### src/rtl/ssp_pkg.sv
// Shared types and constants of the servo status packet parser.
package ssp_pkg;

  localparam int unsigned BYTE_W   = 8;
  localparam int unsigned STATUS_W = 2;
  localparam int unsigned PHASE_W  = 3;
  localparam int unsigned APB_DW   = 32;
  localparam int unsigned APB_AW   = 3;

  localparam logic [BYTE_W-1:0] SYNC_BYTE    = 8'hFF;
  localparam logic [BYTE_W-1:0] MIN_LENGTH   = 8'd2;
  localparam logic [BYTE_W-1:0] DEV_ID_RESET = 8'd1;

  // Register index decoded from the word address.
  localparam logic REG_DEV_ID = 1'b0;

  // Result kinds.
  localparam logic KIND_PARAM = 1'b0;
  localparam logic KIND_END   = 1'b1;

  // End-of-packet status codes.
  localparam logic [STATUS_W-1:0] ST_OK       = 2'd0;
  localparam logic [STATUS_W-1:0] ST_HEADER   = 2'd1;
  localparam logic [STATUS_W-1:0] ST_CHECKSUM = 2'd2;
  localparam logic [STATUS_W-1:0] ST_DEVICE   = 2'd3;

  typedef struct packed {
    logic                kind;
    logic [BYTE_W-1:0]   param_byte;
    logic [STATUS_W-1:0] status_code;
    logic [BYTE_W-1:0]   device_error;
    logic [BYTE_W-1:0]   packet_id;
  } ssp_result_t;

endpackage

### src/rtl/ssp_parser.sv
// Packet framing state and per-byte result logic of the status packet parser.
module ssp_parser (
  input  logic                         clk,
  input  logic                         rst_n,
  input  logic                         byte_fire,
  input  logic [ssp_pkg::BYTE_W-1:0]   rx_byte,
  input  logic [ssp_pkg::BYTE_W-1:0]   dev_id,
  output logic                         res_valid,
  output ssp_pkg::ssp_result_t         res
);

  localparam logic [ssp_pkg::PHASE_W-1:0] PH_HUNT  = 3'd0;
  localparam logic [ssp_pkg::PHASE_W-1:0] PH_ID    = 3'd1;
  localparam logic [ssp_pkg::PHASE_W-1:0] PH_LEN   = 3'd2;
  localparam logic [ssp_pkg::PHASE_W-1:0] PH_ERR   = 3'd3;
  localparam logic [ssp_pkg::PHASE_W-1:0] PH_PARAM = 3'd4;
  localparam logic [ssp_pkg::PHASE_W-1:0] PH_CSUM  = 3'd5;

  logic [ssp_pkg::PHASE_W-1:0] phase_r, phase_nxt;
  logic                        last_ff_r, last_ff_nxt;
  logic [ssp_pkg::BYTE_W-1:0]  id_r, id_nxt;
  logic [ssp_pkg::BYTE_W-1:0]  len_r, len_nxt;
  logic [ssp_pkg::BYTE_W-1:0]  err_r, err_nxt;
  logic [ssp_pkg::BYTE_W-1:0]  sum_r, sum_nxt;
  logic [ssp_pkg::BYTE_W-1:0]  left_r, left_nxt;
  logic [ssp_pkg::BYTE_W-1:0]  sum_add;
  logic [ssp_pkg::BYTE_W-1:0]  left_dec;
  logic [ssp_pkg::BYTE_W-1:0]  params_len;

  assign sum_add    = sum_r + rx_byte;
  assign left_dec   = left_r - 8'd1;
  assign params_len = len_r - ssp_pkg::MIN_LENGTH;

  always_comb begin
    phase_nxt   = phase_r;
    last_ff_nxt = last_ff_r;
    id_nxt      = id_r;
    len_nxt     = len_r;
    err_nxt     = err_r;
    sum_nxt     = sum_r;
    left_nxt    = left_r;
    res_valid   = 1'b0;
    res.kind         = ssp_pkg::KIND_END;
    res.param_byte   = '0;
    res.status_code  = ssp_pkg::ST_OK;
    res.device_error = err_r;
    res.packet_id    = id_r;
    unique case (phase_r)
      PH_HUNT: begin
        if (last_ff_r && rx_byte == ssp_pkg::SYNC_BYTE) begin
          last_ff_nxt = 1'b0;
          phase_nxt   = PH_ID;
        end else begin
          last_ff_nxt = (rx_byte == ssp_pkg::SYNC_BYTE);
        end
      end
      PH_ID: begin
        id_nxt    = rx_byte;
        sum_nxt   = rx_byte;
        phase_nxt = PH_LEN;
      end
      PH_LEN: begin
        len_nxt   = rx_byte;
        sum_nxt   = sum_add;
        phase_nxt = PH_ERR;
      end
      PH_ERR: begin
        err_nxt = rx_byte;
        sum_nxt = sum_add;
        res.device_error = rx_byte;
        if (id_r != dev_id || len_r < ssp_pkg::MIN_LENGTH) begin
          res_valid       = 1'b1;
          res.status_code = ssp_pkg::ST_HEADER;
          phase_nxt       = PH_HUNT;
          last_ff_nxt     = 1'b0;
        end else begin
          left_nxt  = params_len;
          phase_nxt = (params_len != '0) ? PH_PARAM : PH_CSUM;
        end
      end
      PH_PARAM: begin
        sum_nxt        = sum_add;
        left_nxt       = left_dec;
        res_valid      = 1'b1;
        res.kind       = ssp_pkg::KIND_PARAM;
        res.param_byte = rx_byte;
        if (left_dec == '0) begin
          phase_nxt = PH_CSUM;
        end
      end
      PH_CSUM: begin
        res_valid = 1'b1;
        if (rx_byte != ~sum_r) begin
          res.status_code = ssp_pkg::ST_CHECKSUM;
        end else if (err_r != '0) begin
          res.status_code = ssp_pkg::ST_DEVICE;
        end else begin
          res.status_code = ssp_pkg::ST_OK;
        end
        phase_nxt   = PH_HUNT;
        last_ff_nxt = 1'b0;
      end
      default: begin
        phase_nxt   = PH_HUNT;
        last_ff_nxt = 1'b0;
      end
    endcase
  end

  always_ff @(posedge clk) begin
    if (!rst_n) begin
      phase_r   <= PH_HUNT;
      last_ff_r <= 1'b0;
      id_r      <= '0;
      len_r     <= '0;
      err_r     <= '0;
      sum_r     <= '0;
      left_r    <= '0;
    end else if (byte_fire) begin
      phase_r   <= phase_nxt;
      last_ff_r <= last_ff_nxt;
      id_r      <= id_nxt;
      len_r     <= len_nxt;
      err_r     <= err_nxt;
      sum_r     <= sum_nxt;
      left_r    <= left_nxt;
    end
  end

endmodule

### src/rtl/ssp_out_buf.sv
// Result register with a skid stage in front of the output channel.
module ssp_out_buf (
  input  logic                 clk,
  input  logic                 rst_n,
  input  logic                 push,
  input  ssp_pkg::ssp_result_t push_data,
  output logic                 can_push,
  output logic                 out_valid,
  input  logic                 out_ready,
  output ssp_pkg::ssp_result_t out_data
);

  logic                 head_vld_r, head_vld_nxt;
  logic                 skid_vld_r, skid_vld_nxt;
  ssp_pkg::ssp_result_t head_r, head_nxt;
  ssp_pkg::ssp_result_t skid_r, skid_nxt;
  logic                 pop;

  assign pop       = head_vld_r && out_ready;
  assign can_push  = !skid_vld_r;
  assign out_valid = head_vld_r;
  assign out_data  = head_r;

  always_comb begin
    head_vld_nxt = head_vld_r;
    skid_vld_nxt = skid_vld_r;
    head_nxt     = head_r;
    skid_nxt     = skid_r;
    if (skid_vld_r) begin
      if (pop) begin
        head_nxt     = skid_r;
        skid_vld_nxt = 1'b0;
      end
    end else if (push) begin
      if (head_vld_r && !pop) begin
        skid_nxt     = push_data;
        skid_vld_nxt = 1'b1;
      end else begin
        head_nxt     = push_data;
        head_vld_nxt = 1'b1;
      end
    end else if (pop) begin
      head_vld_nxt = 1'b0;
    end
  end

  always_ff @(posedge clk) begin
    if (!rst_n) begin
      head_vld_r <= 1'b0;
      skid_vld_r <= 1'b0;
    end else begin
      head_vld_r <= head_vld_nxt;
      skid_vld_r <= skid_vld_nxt;
    end
  end

  always_ff @(posedge clk) begin
    head_r <= head_nxt;
    skid_r <= skid_nxt;
  end

endmodule

### src/rtl/servo_status_packet_parser.sv
// Top level of the servo bus status packet parser: APB register, parser and result buffer.
// A result caused by a byte is registered in the result buffer before the out_ ports.
// Throughput: one byte per cycle while in_ready is high; framing is one registered pass.
// in_ready falls only when both the result register and its skid stage hold results.
// Reset (rst_n, synchronous, active low): sync hunt, device id back to 1, buffer empty.
module servo_status_packet_parser (
  input  logic                         clk,
  input  logic                         rst_n,
  // Received byte channel.
  input  logic                         in_valid,
  output logic                         in_ready,
  input  logic [ssp_pkg::BYTE_W-1:0]   in_rx_byte,
  // Result channel.
  output logic                         out_valid,
  input  logic                         out_ready,
  output logic                         out_kind,
  output logic [ssp_pkg::BYTE_W-1:0]   out_param_byte,
  output logic [ssp_pkg::STATUS_W-1:0] out_status_code,
  output logic [ssp_pkg::BYTE_W-1:0]   out_device_error,
  output logic [ssp_pkg::BYTE_W-1:0]   out_packet_id,
  // Configuration port.
  input  logic                         cfg_psel,
  input  logic                         cfg_penable,
  input  logic                         cfg_pwrite,
  input  logic [ssp_pkg::APB_AW-1:0]   cfg_paddr,
  input  logic [ssp_pkg::APB_DW-1:0]   cfg_pwdata,
  output logic [ssp_pkg::APB_DW-1:0]   cfg_prdata,
  output logic                         cfg_pready
);

  logic [ssp_pkg::BYTE_W-1:0] dev_id_r;
  logic                       cfg_wr;
  logic                       reg_sel;
  logic                       byte_fire;
  logic                       res_valid;
  logic                       can_push;
  ssp_pkg::ssp_result_t       res;
  ssp_pkg::ssp_result_t       out_data;

  // The single register sits at byte address 0; the top address bit selects the
  // word, the low two bits select a byte lane and are ignored.
  assign reg_sel    = cfg_paddr[ssp_pkg::APB_AW-1];
  assign cfg_pready = 1'b1;
  assign cfg_wr     = cfg_psel && cfg_penable && cfg_pwrite;

  always_ff @(posedge clk) begin
    if (!rst_n) begin
      dev_id_r <= ssp_pkg::DEV_ID_RESET;
    end else if (cfg_wr && reg_sel == ssp_pkg::REG_DEV_ID) begin
      dev_id_r <= cfg_pwdata[ssp_pkg::BYTE_W-1:0];
    end
  end

  always_comb begin
    cfg_prdata = '0;
    if (reg_sel == ssp_pkg::REG_DEV_ID) begin
      cfg_prdata = {{(ssp_pkg::APB_DW-ssp_pkg::BYTE_W){1'b0}}, dev_id_r};
    end
  end

  // A byte is taken whenever the skid stage is free, so a result can always be
  // parked even while the one before it is still waiting on the output side.
  assign in_ready  = can_push;
  assign byte_fire = in_valid && in_ready;

  ssp_parser u_parser (
    .clk         (clk),
    .rst_n       (rst_n),
    .byte_fire   (byte_fire),
    .rx_byte     (in_rx_byte),
    .dev_id      (dev_id_r),
    .res_valid   (res_valid),
    .res         (res)
  );

  ssp_out_buf u_out_buf (
    .clk       (clk),
    .rst_n     (rst_n),
    .push      (byte_fire && res_valid),
    .push_data (res),
    .can_push  (can_push),
    .out_valid (out_valid),
    .out_ready (out_ready),
    .out_data  (out_data)
  );

  assign out_kind         = out_data.kind;
  assign out_param_byte   = out_data.param_byte;
  assign out_status_code  = out_data.status_code;
  assign out_device_error = out_data.device_error;
  assign out_packet_id    = out_data.packet_id;

endmodule
### config.mk
export PLATFORM = sky130hd
export DESIGN_NAME = servo_status_packet_parser
export DESIGN_NICKNAME = d
export VERILOG_FILES = /design/src/rtl/ssp_pkg.sv /design/src/rtl/ssp_parser.sv /design/src/rtl/ssp_out_buf.sv /design/src/rtl/servo_status_packet_parser.sv
export SDC_FILE = /design/constraint.sdc
export NUM_CORES = 1
export LEC_CHECK = 0
export ABC_CLOCK_PERIOD_IN_PS = 3660
export BUFFER_PORTS_ARGS = -buffer_cell sky130_fd_sc_hd__clkbuf_2
export CAP_MARGIN = 20
export CORE_ASPECT_RATIO = 1.1
export CORE_MARGIN = 3
export CORE_UTILIZATION = 50
export CTS_CLUSTER_SIZE = 14
export DETAILED_ROUTE_END_ITERATION = 6
export MAX_ROUTING_LAYER = met4
export PLACE_DENSITY = 0.77
export REMOVE_ABC_BUFFERS = 1
export SLEW_MARGIN = 20
export SYNTH_ARGS = -nofsm -noshare
export SYNTH_HDL_FRONTEND = slang
export SYNTH_SLANG_ARGS = --single-unit
### constraint.sdc
create_clock -name clk -period 3.66 [get_ports clk]
set_clock_uncertainty 0.05 [all_clocks]
set_input_delay 0.732 -clock clk [delete_from_list [all_inputs] [get_ports clk]]
set_output_delay 0.732 -clock clk [all_outputs]
set_load 0.01 [all_outputs]
# Word-level counts from Yosys, hierarchy flattened
# Index checks and enable logic that the tools add are counted.
# op_classes
add_sub_neg	3
multipliers	0
n_div	0
n_lt_le_gt_ge	1
eq_ne	15
shifts	0
mux	31
n_bitwise	4
reduce_logical	31
# op_table
cell	count
27-bit 2-to-1 mux	4
8-bit one-hot mux with 2 select lines	2
8-bit 2-to-1 mux	3
3-bit AND reduction	6
8-bit inequality test	2
8-bit nonzero test	2
3-bit one-hot mux with 5 select lines	1
1-bit 2-to-1 mux	12
3-bit 2-to-1 mux	3
9-bit 2-to-1 mux	1
8-bit adder	1
8-bit == test, second input constant	1
1-bit logical AND	8
8-bit zero test	1
8-bit by 2-bit less-than comparator with 1-bit output, second input constant	1
2-bit by 1-bit inequality test with 1-bit output, second input constant	4
8-bit inverter	1
2-bit nonzero test	4
8-bit by 1-bit subtractor with 8-bit output, second input constant	1
8-bit by 2-bit subtractor with 8-bit output, second input constant	1
3-bit by 2-bit == test with 1-bit output, second input constant	2
3-bit == test, second input constant	2
2-bit inequality test, second input constant	3
2-bit AND reduction	3
other kinds (11)	16
# totals
ff_bits	108
latchBits	0
ram_bits	0
mem_bits_ro	0
inputBits	50
output_inout_bits	62
word_cells	105
memories	0

# Longest topological paths before layout
# Gate-level depths: netlist of run 1.
# logic_depth
word_depth	7
mapped_depth	9

# Modules after synthesis
# A second synthesis of run 1 with hierarchy kept.
# hier_totals
hier_cells	524
area_unflattened_um2	5516.5
# modules_own_cells
module	instances	cells_each	area_per_inst_um2	seq_area_each_um2
ssp_parser	1	354	2846.5	880.8
ssp_out_buf	1	98	2062.0	1661.6
servo_status_packet_parser	1	72	608.1	160.2

# Worst setup path before layout of run 1
# OpenSTA, ideal clock, no wires.
# synth_timing
path_type	in2reg
start	input port in_valid
end	register u_out_buf.skid_r[0] (netlist bit), enable pin
setup_ps	451
t_arrival_ps	3472
t_required_ps	3159
slack_ps	-313
stages	5
cell_sequence	nor2b_1 -> buf_2 -> clkbuf_1 -> o21ai_1 -> nor3b_1
# synth_via
elab_chain_cells	3
# synth_rtl
item	line	text
start: declaration	servo_status_packet_parser.sv:10	input logic in_valid,
1-bit logical AND	servo_status_packet_parser.sv:64	assign byte_fire = in_valid && in_ready;
1-bit logical AND	servo_status_packet_parser.sv:79	.push (byte_fire && res_valid),
3-bit AND reduction (no line)	-	
end signal: assignment	ssp_out_buf.sv:59	skid_r <= skid_nxt;
end: declaration	ssp_out_buf.sv:16	ssp_pkg::ssp_result_t skid_r, skid_nxt;
# Every way passes these cells.
# A chain may end at the register's enable or synchronous reset.

# Worst setup path after layout of run 1
# layout_timing
start	register u_parser.phase_r[0] (netlist bit)
end	register u_parser.left_r[6] (netlist bit)
# layout_via
elab_chain_cells	3
elab_cells_between_ends	6
classes_between	eq/ne (3); mux (1); reduce/logical (2)
# layout_rtl
item	line	text
start: declaration	ssp_parser.sv:19	logic [ssp_pkg::PHASE_W-1:0] phase_r, phase_nxt;
start signal: assignment	ssp_parser.sv:120	phase_r <= phase_nxt;
3-bit by 2-bit == test with 1-bit output / 3-bit == test (equally long branches)	ssp_parser.sv:48	unique case (phase_r)
2-bit inequality test (no line) / 2-bit nonzero test (equally long branches)	-	
3-bit AND reduction (no line)	-	
end signal: assignment	ssp_parser.sv:126	left_r <= left_nxt;
end: declaration	ssp_parser.sv:25	logic [ssp_pkg::BYTE_W-1:0] left_r, left_nxt;
# Parallel ways exist; a longest one is shown, timed or not.

==> results of run 1 <==
-- cells in the final DEF, fill, tap and decap left out, types with 7 or more instances in the layout --
cell type  Yosys  routed
nand3_1       10      10
xnor2_1       15      15
nor3_1        18      18
nand2_1       46      46
dfxtp_1       54      54
clkbuf_2       0      60
and2_1        11      11
clkbuf_16      0       9
nor2_1        59      59
buf_4         27       7
a21oi_1       34      34
mux2i_1       17      17
ha_1          10      10
nor2b_1       13      13
inv_1         14      14
conb_1         2      25
mux2_2        32      32
edfxtp_1      54      54
o21ai_0       18      18
-- tightest hold or removal path: cells and delay by family, from the launching register on --
| kind | cells | cell delay, ns |
|---|---|---|
| DFF | 1 | 0.33 |
| and+or+nand+nor | 1 | 0.06 |
| AOI/OAI and AO/OA | 1 | 0.05 |
-- registers in the layout, summed over array words and instances (netlist names), 8 cells and up --
register / cells
u_parser.len_r: 8
u_parser.err_r: 8
dev_id_r: 8
u_parser.left_r: 8
u_parser.sum_r: 8
u_out_buf.skid_r: 27
u_parser.id_r: 8
u_out_buf.out_data: 27
-- power groups by stage --
stage                     clock network [mW]  registers, mW  logic, mW
after global placement                     0           1.30      0.108
final                                  0.892           1.27      0.113
after global routing                   0.951           1.27      0.126
after floorplan                            0           1.30     0.0655
after detailed placement                   0           1.30      0.111
after CTS                              0.907           1.27      0.112
-- final timing paths --
check / start / end
worst max-delay path: u_parser.phase_r[0] / u_parser.left_r[6]
worst min-delay path: u_parser.sum_r[1] / u_parser.sum_r[1]
worst max register to register: u_parser.phase_r[0] / u_parser.left_r[6]
worst min register to register: u_parser.sum_r[1] / u_parser.sum_r[1]
-- per-stage QoR --
stage	hold slack, ns	setup WS, ns	TNS [ns]	cells
finish	0.4325	0.9631	0	744
global route	0.4612	0.8357	0	744
CTS	0.4335	1.004	0	744
detailed placement	0.4244	0.9715	0	728
global placement	0.4105	1.098	0	728
floorplan	0.3914	-0.4715	-12.73	518
-- cell families after synthesis --
kind of cell / Yosys count / synth area share
DFF: 108 / 0.4859
and+or+nand+nor: 193 / 0.1780
xor gates and xnor gates: 17 / 0.02677
other: 2 / 0.001350
adders and majority gates: 11 / 0.02610
muxes: 49 / 0.09539
AOI/OAI and AO/OA: 98 / 0.1170
buffers and inverters: 70 / 0.06951
-- per-layer routing --
layer  global-route usage  vias up
met5                    -        -
met4              0.09378        0
met3              0.02930       18
met2               0.3081      161
met1               0.2540     2028
li1                     -     2014
-- cell type report --
class	count	area share
clock buffer	11	0.03793
clock inverter	5	0.005914
inverter	17	0.01040
multi-input combinational	393	0.4186
sequential	108	0.4405
tap	143	0.02916
timing repair buffer	67	0.05750
==> metrics.md, run 1 <==
| Metric | Value |
|---|---|
| Cells on Worst Hold Path | `2` |
| Hold Violations, Final | `0` |
| Avg Cell Area, Syn | `between 10 and 15 µm²` |
| Met1 Wirelength | `5.162 mm` |
| Logic pwr share | `0.050` |
| Most frequent cell after synthesis | `nor2_1` |
| Clock buffer depth | `2` |
| Total CTS buffers | `9` |
| Post-synth top area cell | `edfxtp_1` |
| Via Count | `around 4200` |
| Flop2flop setup slack | `approximately 0.96 ns` |
| Slowest stage delay, CP | `about 0.7 ns` |
| Worst setup SP type | `register` |
| Final Cell Area | `6136 µm²` |
| Primary FF master, synth | `edfxtp_1` |
| Clk network pwr share | `0.391` |
| Worst-Skew Late Latency | `approximately 0.35 ns` |
| Yosys reg bits | `between 100 and 150` |
| Fin. max-slew vios | `0` |
| Required @ worst endpoint | `3.86 ns` |
| Critical path data arrival time | `just under 3 ns` |
| Min-Delay Path Class | `register to register` |
| Initial antenna violation count | `0` |
| Number of global-route vias before repair | `between 3000 and 4000` |
| RSZ-0062 raised after global routing | `no` |
| Footprint of the multi-input gates | `2569 µm²` |
| Peak Freq | `370.8 MHz` |
| Mapped cell area | `between 5000 and 6000 µm²` |
| Peak supply drop | `around 170 µV` |
| Total Routing Usage GR | `0.1972` |
| Layout fillers | `between 900 and 1000` |
| Routed WL | `approximately 12 mm` |
| Vias per cell | `between 5 and 6` |
| Worst Tran Pin Value | `slightly above 0.8 ns` |
| Finished Core Util | `0.5768` |
| Worst-path clk slew | `~0.070 ns` |
| Power Density | `371.5 nW/µm²` |
| CP max FO | `15` |
| Syn Inst Count | `~550` |
| Leak | `between 2 and 2.5 nW` |
| Sequential share of power | `0.559` |
| Rows | `39` |
| Met3 WL post-DR | `between 600 and 700 µm` |
| CTS Sinks | `108` |
| CP Depth | `5` |
| Routability cong. | `0.8677` |
| Status | `finished, final reports clean` |
| First-pass DRT Iterations | `5` |
| Area grow syn2layout | `10.33%` |
| Post-DRT Antenna Nets | `0` |
| Int Pwr | `~1.8 mW` |
| Nets@finish | `roughly 660` |
| CTS resizes | `0` |
| WL met2 | `around 5.6 mm` |
| Placed cell area | `a little under 6000 µm²` |
| Congestion Overflow GR | `0` |
| H-tree levels | `3` |
| Top post-synthesis cells by area | `edfxtp_1 29%, dfxtp_1 19%, mux2_2 6.5%` |
| Slowest cell on the critical path | `dfxtp_1` |
| # DRC | `0` |
| Post-synth EDFFs | `54` |
| Clk Tree Root Cell | `clkbuf_16` |
| CP top delay family | `simple AND/OR/NAND/NOR gates` |
| CTS tree | `built` |
| Switch share | `0.2239` |
| Cell Chain, Critical Path | `and3b_1 -> nand2_1 -> nor4_4 -> nor2_1 -> o32ai_1` |
| Post-CTS Hold Buffers | `0` |
| Postcts setup bufs | `0` |
| Switch Pwr | `roughly 0.51 mW` |
| Yosys warning total | `0` |
| Worst Path Buf+Inv | `0` |
| # diodes | `0` |
| Height of the die | `116.6 µm` |
| Final setup violation count | `0` |
| Share of layout cells above drive strength 1 | `0.2146` |
| MaxCap Viol Count | `0` |
| First-pass GRT wire length | `about 19 mm` |
| Port buffer count | `60` |
| CP Class | `register to register` |
| Drt wl/cell | `~16 µm` |
| Sequential area share after synthesis | `0.4859` |
| Netlist cell types | `around 70` |
| Commonest cells post-synth | `59 x nor2_1, 54 x dfxtp_1, 54 x edfxtp_1` |
| Crit share post-route | `0.7369` |
| Initial core utilization | `0.5228` |
| Core area | `between 10000 and 15000 µm²` |
| Worst rel slew slack | `0.4586` |
| Reg area | `2703 µm²` |
| Die ar. | `around 12000 µm²` |
| Initial DRC Count | `between 200 and 300` |
| Tot Pwr | `approximately 2.3 mW` |
| Die Wd | `106.6 µm` |
| DP Wirelength | `slightly above 8 mm` |
| FFs w/ async S/R, synth | `0` |
| R2R depth | `5` |
| I/O Pins | `around 110` |
| CP endpoint kind | `register` |
| Top Layer Used | `met4` |
| Largest net degree at the start of global routing | `46` |
| Yosys top cell area share | `0.2916` |
| Min Tclk post-route | `between 2 and 3 ns` |
(Power assumes the default switching activity.)
==> inputs of run 2 (changes only) <==
--- a/config.mk
+++ b/config.mk
@@ -5,7 +5,7 @@
 export SDC_FILE = /design/constraint.sdc
 export NUM_CORES = 1
 export LEC_CHECK = 0
-export ABC_CLOCK_PERIOD_IN_PS = 3660
+export ABC_CLOCK_PERIOD_IN_PS = 2700
 export BUFFER_PORTS_ARGS = -buffer_cell sky130_fd_sc_hd__clkbuf_2
 export CAP_MARGIN = 20
 export CORE_ASPECT_RATIO = 1.1
@@ -14,7 +14,7 @@
 export CTS_CLUSTER_SIZE = 14
 export DETAILED_ROUTE_END_ITERATION = 6
 export MAX_ROUTING_LAYER = met4
-export PLACE_DENSITY = 0.77
+export PLACE_DENSITY = 0.74
 export REMOVE_ABC_BUFFERS = 1
 export SLEW_MARGIN = 20
 export SYNTH_ARGS = -nofsm -noshare
==> constraint.sdc (replaced) <==
create_clock -name clk -period 2.7 [get_ports clk]
set_clock_uncertainty 0.05 [all_clocks]
set_input_delay 0.54 -clock clk [delete_from_list [all_inputs] [get_ports clk]]
set_output_delay 0.54 -clock clk [all_outputs]
set_load 0.01 [all_outputs]
==> metrics.md, run 2 (synthesized netlist as in run 1, its figures left out) <==
| Metric | Value |
|---|---|
| Share of layout cells above drive strength 1 | `0.2308 (+0.01613)` |
| R2R depth | `6 (+1)` |
| Initial antenna violation count | `0 (unchanged)` |
| Hold Violations, Final | `0 (unchanged)` |
| CP top delay family | `compound AO/OA/AOI/OAI gates` |
| CP max FO | `6 (-9)` |
| Core area | `10640 µm² (unchanged)` |
| CP endpoint kind | `register` |
| Rows | `39 (unchanged)` |
| Required @ worst endpoint | `2.91 ns (-0.95 ns)` |
| Hold path start | `cfg_pwdata[0]` |
| Post-place setup slack | `0.3740 ns (-0.5975 ns)` |
| Number of global-route vias before repair | `3893 (-1.1%)` |
| Peak Freq | `433.2 MHz (+17%)` |
| First-pass GRT wire length | `19.56 mm (+2.6%)` |
| Worst Path Buf+Inv | `1 (+1)` |
| Tot Pwr | `3.227 mW (+42%)` |
| Worst Tran Pin Value | `0.6382 ns (-0.1739 ns)` |
| Final worst slack | `0.3916 ns (-0.5714 ns)` |
| CTS Sinks | `108 (unchanged)` |
| Min-Delay Path Class | `primary input to register` |
| Cells on Worst Hold Path | `3 (+1)` |
| Area grow syn2layout | `12.33%` |
| I/O Pins | `112 (unchanged)` |
| Routed WL | `12.35 mm (+5.3%)` |
| Clock buffer depth | `2 (unchanged)` |
| Critical path data arrival time | `2.51 ns (-0.39 ns)` |
| Total CTS buffers | `9 (unchanged)` |
| Power Density | `516.5 nW/µm² (+39%)` |
| Slowest stage delay, CP | `0.55 ns (-0.15 ns)` |
| Die Wd | `106.6 µm (unchanged)` |
| Crit share post-route | `0.8550 (+0.1181)` |
| Reg2Reg Launch Point | `u_parser.len_r[1]` |
| # diodes | `0 (unchanged)` |
| DP Wirelength | `8.793 mm (+6.9%)` |
| Slowest cell on the critical path | `or4b_4` |
| First-pass DRT Iterations | `5 (unchanged)` |
| Drt wl/cell | `16.38 µm (+3.9%)` |
| Worst rel slew slack | `0.5729 (+0.1144)` |
| Die ar. | `12430 µm² (unchanged)` |
| Post-DRT Antenna Nets | `0 (unchanged)` |
| Leak | `2.391 nW (+2.9%)` |
| Cell Chain, Critical Path | `inv_1 -> ha_1 -> or4b_4 -> a2111oi_4 -> a41oi_1 -> o31ai_1` |
| Largest net degree at the start of global routing | `33 (-28%)` |
| H-tree levels | `3 (unchanged)` |
| Commonest non-fill, non-tap cell in the layout | `clkbuf_2` |
| Height of the die | `116.6 µm (unchanged)` |
| WHS | `0.3553 ns (-0.07711 ns)` |
| Port buffer count | `60 (unchanged)` |
| Worst-Skew Late Latency | `0.34 ns (about the same)` |
| Clk Tree Root Cell | `clkbuf_16` |
| CP Class | `register to register` |
| CP Depth | `6 (+1)` |
| Nets@finish | `667 (+1.5%)` |
| Peak supply drop | `283.2 µV (+65%)` |
| Initial DRC Count | `424 (+43%)` |
| Post-CTS Hold Buffers | `0 (unchanged)` |
| Total Routing Usage GR | `0.2035 (+0.006297)` |
| Min Tclk post-route | `2.308 ns (-0.3886 ns)` |
| # DRC | `0 (unchanged)` |
| Fin. max-slew vios | `0 (unchanged)` |
| CTS tree | `built` |
| Postcts setup bufs | `0 (unchanged)` |
| Most frequent cells in the layout | `60 x clkbuf_2, 59 x nor2_1, 54 x dfxtp_1, 54 x edfxtp_1, 46 x nand2_1` |
| MaxCap Viol Count | `0 (unchanged)` |
| Congestion Overflow GR | `0 (unchanged)` |
| Final setup violation count | `0 (unchanged)` |
| Worst setup path start | `u_parser.len_r[1]` |
| Status | `finished, final reports clean` |
| Routability cong. | `0.8567 (-1.3%)` |
| Initial core utilization | `0.5228 (unchanged)` |
| Via Count | `4328 (+2.5%)` |
| Worst setup SP type | `register` |
| RSZ-0062 raised after global routing | `no` |
| CTS resizes | `0 (unchanged)` |
| Vias per cell | `5.740 (+1.2%)` |
| Worst-path clk slew | `0.07 ns (about the same)` |
-- run 2: worst register-to-register path, stage by stage, from the launching register on --
cell and delay [ns]:
dfxtp_1 0.42, inv_1 0.13, ha_1 0.29, or4b_4 0.55
a2111oi_4 0.38, a41oi_1 0.16, o31ai_1 0.25
-- run 2: path summary, 6_finish.rpt --
kind                                            end  slack (ns)
worst max-delay path            u_parser.phase_r[0]        0.39
worst min-delay path                    dev_id_r[0]        0.36
worst max register to register  u_parser.phase_r[0]        0.39
worst min register to register          dev_id_r[7]        0.44
-- run 2: area by class of cell --
cell class | instances | area [µm²]
clock buffer | 9 | 225.2
clock inverter | 7 | 80.08
fill | 896 | 4390
inverter | 17 | 63.81
multi-input combinational | 393 | 2569
sequential | 108 | 2703
tap | 143 | 178.9
timing repair buffer | 77 | 427.9
-- run 2: routing by layer --
metal | GRT usage | share of wire | routed length [µm]
met2 | 0.3342 | 0.49 | 6043
met4 | 0.07076 | 0.018 | 221
met5 | - | 0 | 0
met1 | 0.2600 | 0.43 | 5318
met3 | 0.02930 | 0.062 | 769
-- run 2: metrics by stage --
step                utilization  setup TNS [ns]  instance area [µm²]  instances
floorplan                     -          -48.60                 5325        518
global placement         0.5586               0                 5942        738
detailed placement       0.5586               0                 5942        738
CTS                      0.5873               0                 6247        754
global route             0.5873               0                 6247        754
finish                   0.5873               0                 6247        754
-- run 2: where the power goes --
part	switching, mW	total (mW)	leakage (nW)	internal [mW]
Clock	0.603	1.34	0.149	0.734
Sequential	0.00819	1.73	0.905	1.72
Combinational	0.109	0.164	1.34	0.0551
Total	0.720	3.23	2.39	2.51
==> inputs of run 3 (changes only) <==
--- a/config.mk
+++ b/config.mk
@@ -13,6 +13,7 @@
 export CORE_UTILIZATION = 50
 export CTS_CLUSTER_SIZE = 14
 export DETAILED_ROUTE_END_ITERATION = 6
+export GPL_TIMING_DRIVEN = 0
 export MAX_ROUTING_LAYER = met4
 export PLACE_DENSITY = 0.74
 export REMOVE_ABC_BUFFERS = 1
==> metrics.md, run 3 (synthesized netlist as in run 1, its figures left out) <==
| Metric | Value |
|---|---|
| Min Tclk post-route | `2.521 ns (+0.2131 ns)` |
| H-tree levels | `3 (unchanged)` |
| Fin. max-slew vios | `0 (unchanged)` |
| CP top delay family | `simple AND/OR/NAND/NOR gates` |
| Worst Path Buf+Inv | `1 (unchanged)` |
| CP max FO | `16 (+10)` |
| Crit share post-route | `0.9339 (+0.07893)` |
| Core area | `10640 µm² (unchanged)` |
| Initial DRC Count | `366 (-14%)` |
| DP Wirelength | `8.436 mm (-4.1%)` |
| Die ar. | `12430 µm² (unchanged)` |
| CTS Sinks | `108 (unchanged)` |
| First-pass DRT Iterations | `5 (unchanged)` |
| Clock buffer depth | `2 (unchanged)` |
| Slowest stage delay, CP | `0.70 ns (+0.15 ns)` |
| Switch Pwr | `0.6921 mW (-3.8%)` |
| CP Class | `register to register` |
| Vias per cell | `5.637 (-1.8%)` |
| Peak Freq | `396.6 MHz (-8.5%)` |
| Post-place setup slack | `-0.5789 ns (-0.9530 ns)` |
| Routed WL | `12.11 mm (-1.9%)` |
| Most frequent cells in the layout | `60 x clkbuf_2, 58 x nor2_1, 54 x edfxtp_1` |
| MaxCap Viol Count | `0 (unchanged)` |
| # diodes | `0 (unchanged)` |
| Via Count | `4194 (-3.1%)` |
| Switch share | `0.2096 (-0.01341)` |
| Status | `finished, final reports clean` |
| Rows | `39 (unchanged)` |
| Int Pwr | `2.610 mW (+4.1%)` |
| # DRC | `0 (unchanged)` |
| Sequential share of power | `0.523 (-0.012)` |
| Placed cell area | `5848 µm² (-1.6%)` |
| Initial core utilization | `0.5228 (unchanged)` |
| Total Routing Usage GR | `0.2106 (+0.007062)` |
| Nets@finish | `657 (-1.5%)` |
| Hold Violations, Final | `0 (unchanged)` |
| Clk Tree Root Cell | `clkbuf_16` |
| Worst setup SP type | `register` |
| Post-DRT Antenna Nets | `0 (unchanged)` |
| CTS tree | `built` |
| Worst-Skew Late Latency | `0.34 ns (about the same)` |
| Area grow syn2layout | `11.99%` |
| Drt wl/cell | `16.28 µm (-0.62%)` |
| Largest net degree at the start of global routing | `46 (+39%)` |
| First-pass GRT wire length | `20.04 mm (+2.4%)` |
| CP endpoint kind | `register` |
| Commonest non-fill, non-tap cell in the layout | `clkbuf_2` |
| Peak supply drop | `310.0 µV (+9.5%)` |
| RSZ-0062 raised after global routing | `no` |
| Critical path data arrival time | `2.52 ns (about the same)` |
| Share of layout cells above drive strength 1 | `0.2263 (-0.004480)` |
| Cell Chain, Critical Path | `and3b_2 -> o31a_1 -> o21ai_1 -> nor3b_2 -> buf_4` |
| Number of global-route vias before repair | `4037 (+3.7%)` |
| Congestion Overflow GR | `0 (unchanged)` |
| Final worst slack | `0.1785 ns (-0.2131 ns)` |
| Worst-path clk slew | `0.07 ns (about the same)` |
| Clk network pwr share | `0.431 (+0.017)` |
| Power Density | `530.1 nW/µm² (+2.6%)` |
| Leak | `2.359 nW (-1.3%)` |
| Total CTS buffers | `9 (unchanged)` |
| Worst rel slew slack | `0.4631 (-0.1098)` |
| Height of the die | `116.6 µm (unchanged)` |
| Port buffer count | `60 (unchanged)` |
| Slowest cell on the critical path | `dfxtp_1` |
| Worst Tran Pin Value | `0.8041 ns (+0.1659 ns)` |
| Min-Delay Path Class | `primary input to register` |
| Final setup violation count | `0 (unchanged)` |
| Routability cong. | `0.8610 (+0.50%)` |
| I/O Pins | `112 (unchanged)` |
| Die Wd | `106.6 µm (unchanged)` |
| Final Cell Area | `6228 µm² (-0.30%)` |
| Initial antenna violation count | `0 (unchanged)` |
| Required @ worst endpoint | `2.70 ns (-0.21 ns)` |
| Logic pwr share | `0.046 (-0.005)` |
[run 3: worst paths after layout]
check | from | end | slack, ns | cells past startpoint
worst max-delay path | u_parser.phase_r[1] | u_out_buf.skid_r[18] | 0.18 | 5
worst min-delay path | cfg_pwdata[0] | dev_id_r[0] | 0.36 | 3
worst max register to register | u_parser.phase_r[1] | u_out_buf.skid_r[18] | 0.18 | 5
worst min register to register | dev_id_r[3] | dev_id_r[3] | 0.44 | 2
[run 3: metal layers]
metal / vias up / share of wire / GRT usage
li1: 2014 / - / -
met1: 2010 / 0.44 / 0.2643
met2: 150 / 0.49 / 0.3417
met3: 20 / 0.055 / 0.03814
met4: 0 / 0.020 / 0.08099
met5: - / 0 / -
[run 3: cell type report]
| type | count | area [µm²] |
|---|---|---|
| Sequential cell | 108 | 2704 |
| Timing Repair Buffer | 67 | 356.6 |
| Clock buffer | 11 | 242.7 |
| Multi-Input combinational cell | 393 | 2600 |
| Tap cell | 143 | 178.9 |
| Clock inverter | 5 | 82.58 |
| Fill cell | 914 | 4409 |
| Inverter | 17 | 63.81 |
[run 3: repair_timing]
action | CTS | global route
setup buffers | 3 | 0
endpoints found under the setup margin | 74 | 36
resized for setup | 4 | 5
hold buffers | 0 | 0
pin swaps | 1 | 0
[run 3: stage by stage]
step / TNS [ns] / instances / power (mW) / util / hold slack [ns]
3_3_place_gp: -114.63 / 721 / 1.909 / 0.5456 / 0.4110
3_5_place_dp: -22.16 / 725 / 1.914 / 0.5498 / 0.4259
4_1_cts: 0 / 744 / 3.314 / 0.5839 / 0.3523
6_report: 0 / 744 / 3.302 / 0.5855 / 0.3578
5_1_grt: 0 / 744 / 3.405 / 0.5855 / 0.3650
2_1_floorplan: -48.60 / 518 / 1.850 / - / 0.3914
[run 3: power groups by stage]
stage,combinational (mW),clock (mW),sequential (mW)
global placement,0.146,0,1.76
CTS,0.151,1.44,1.73
global route,0.170,1.51,1.73
floorplan,0.0888,0,1.76
finish,0.153,1.42,1.73
detailed placement,0.150,0,1.76
[run 3: tightest hold or removal path, stage by stage]
cell and delay, ns:
clkbuf_2 0.08, nand2_1 0.04, nand3_1 0.06
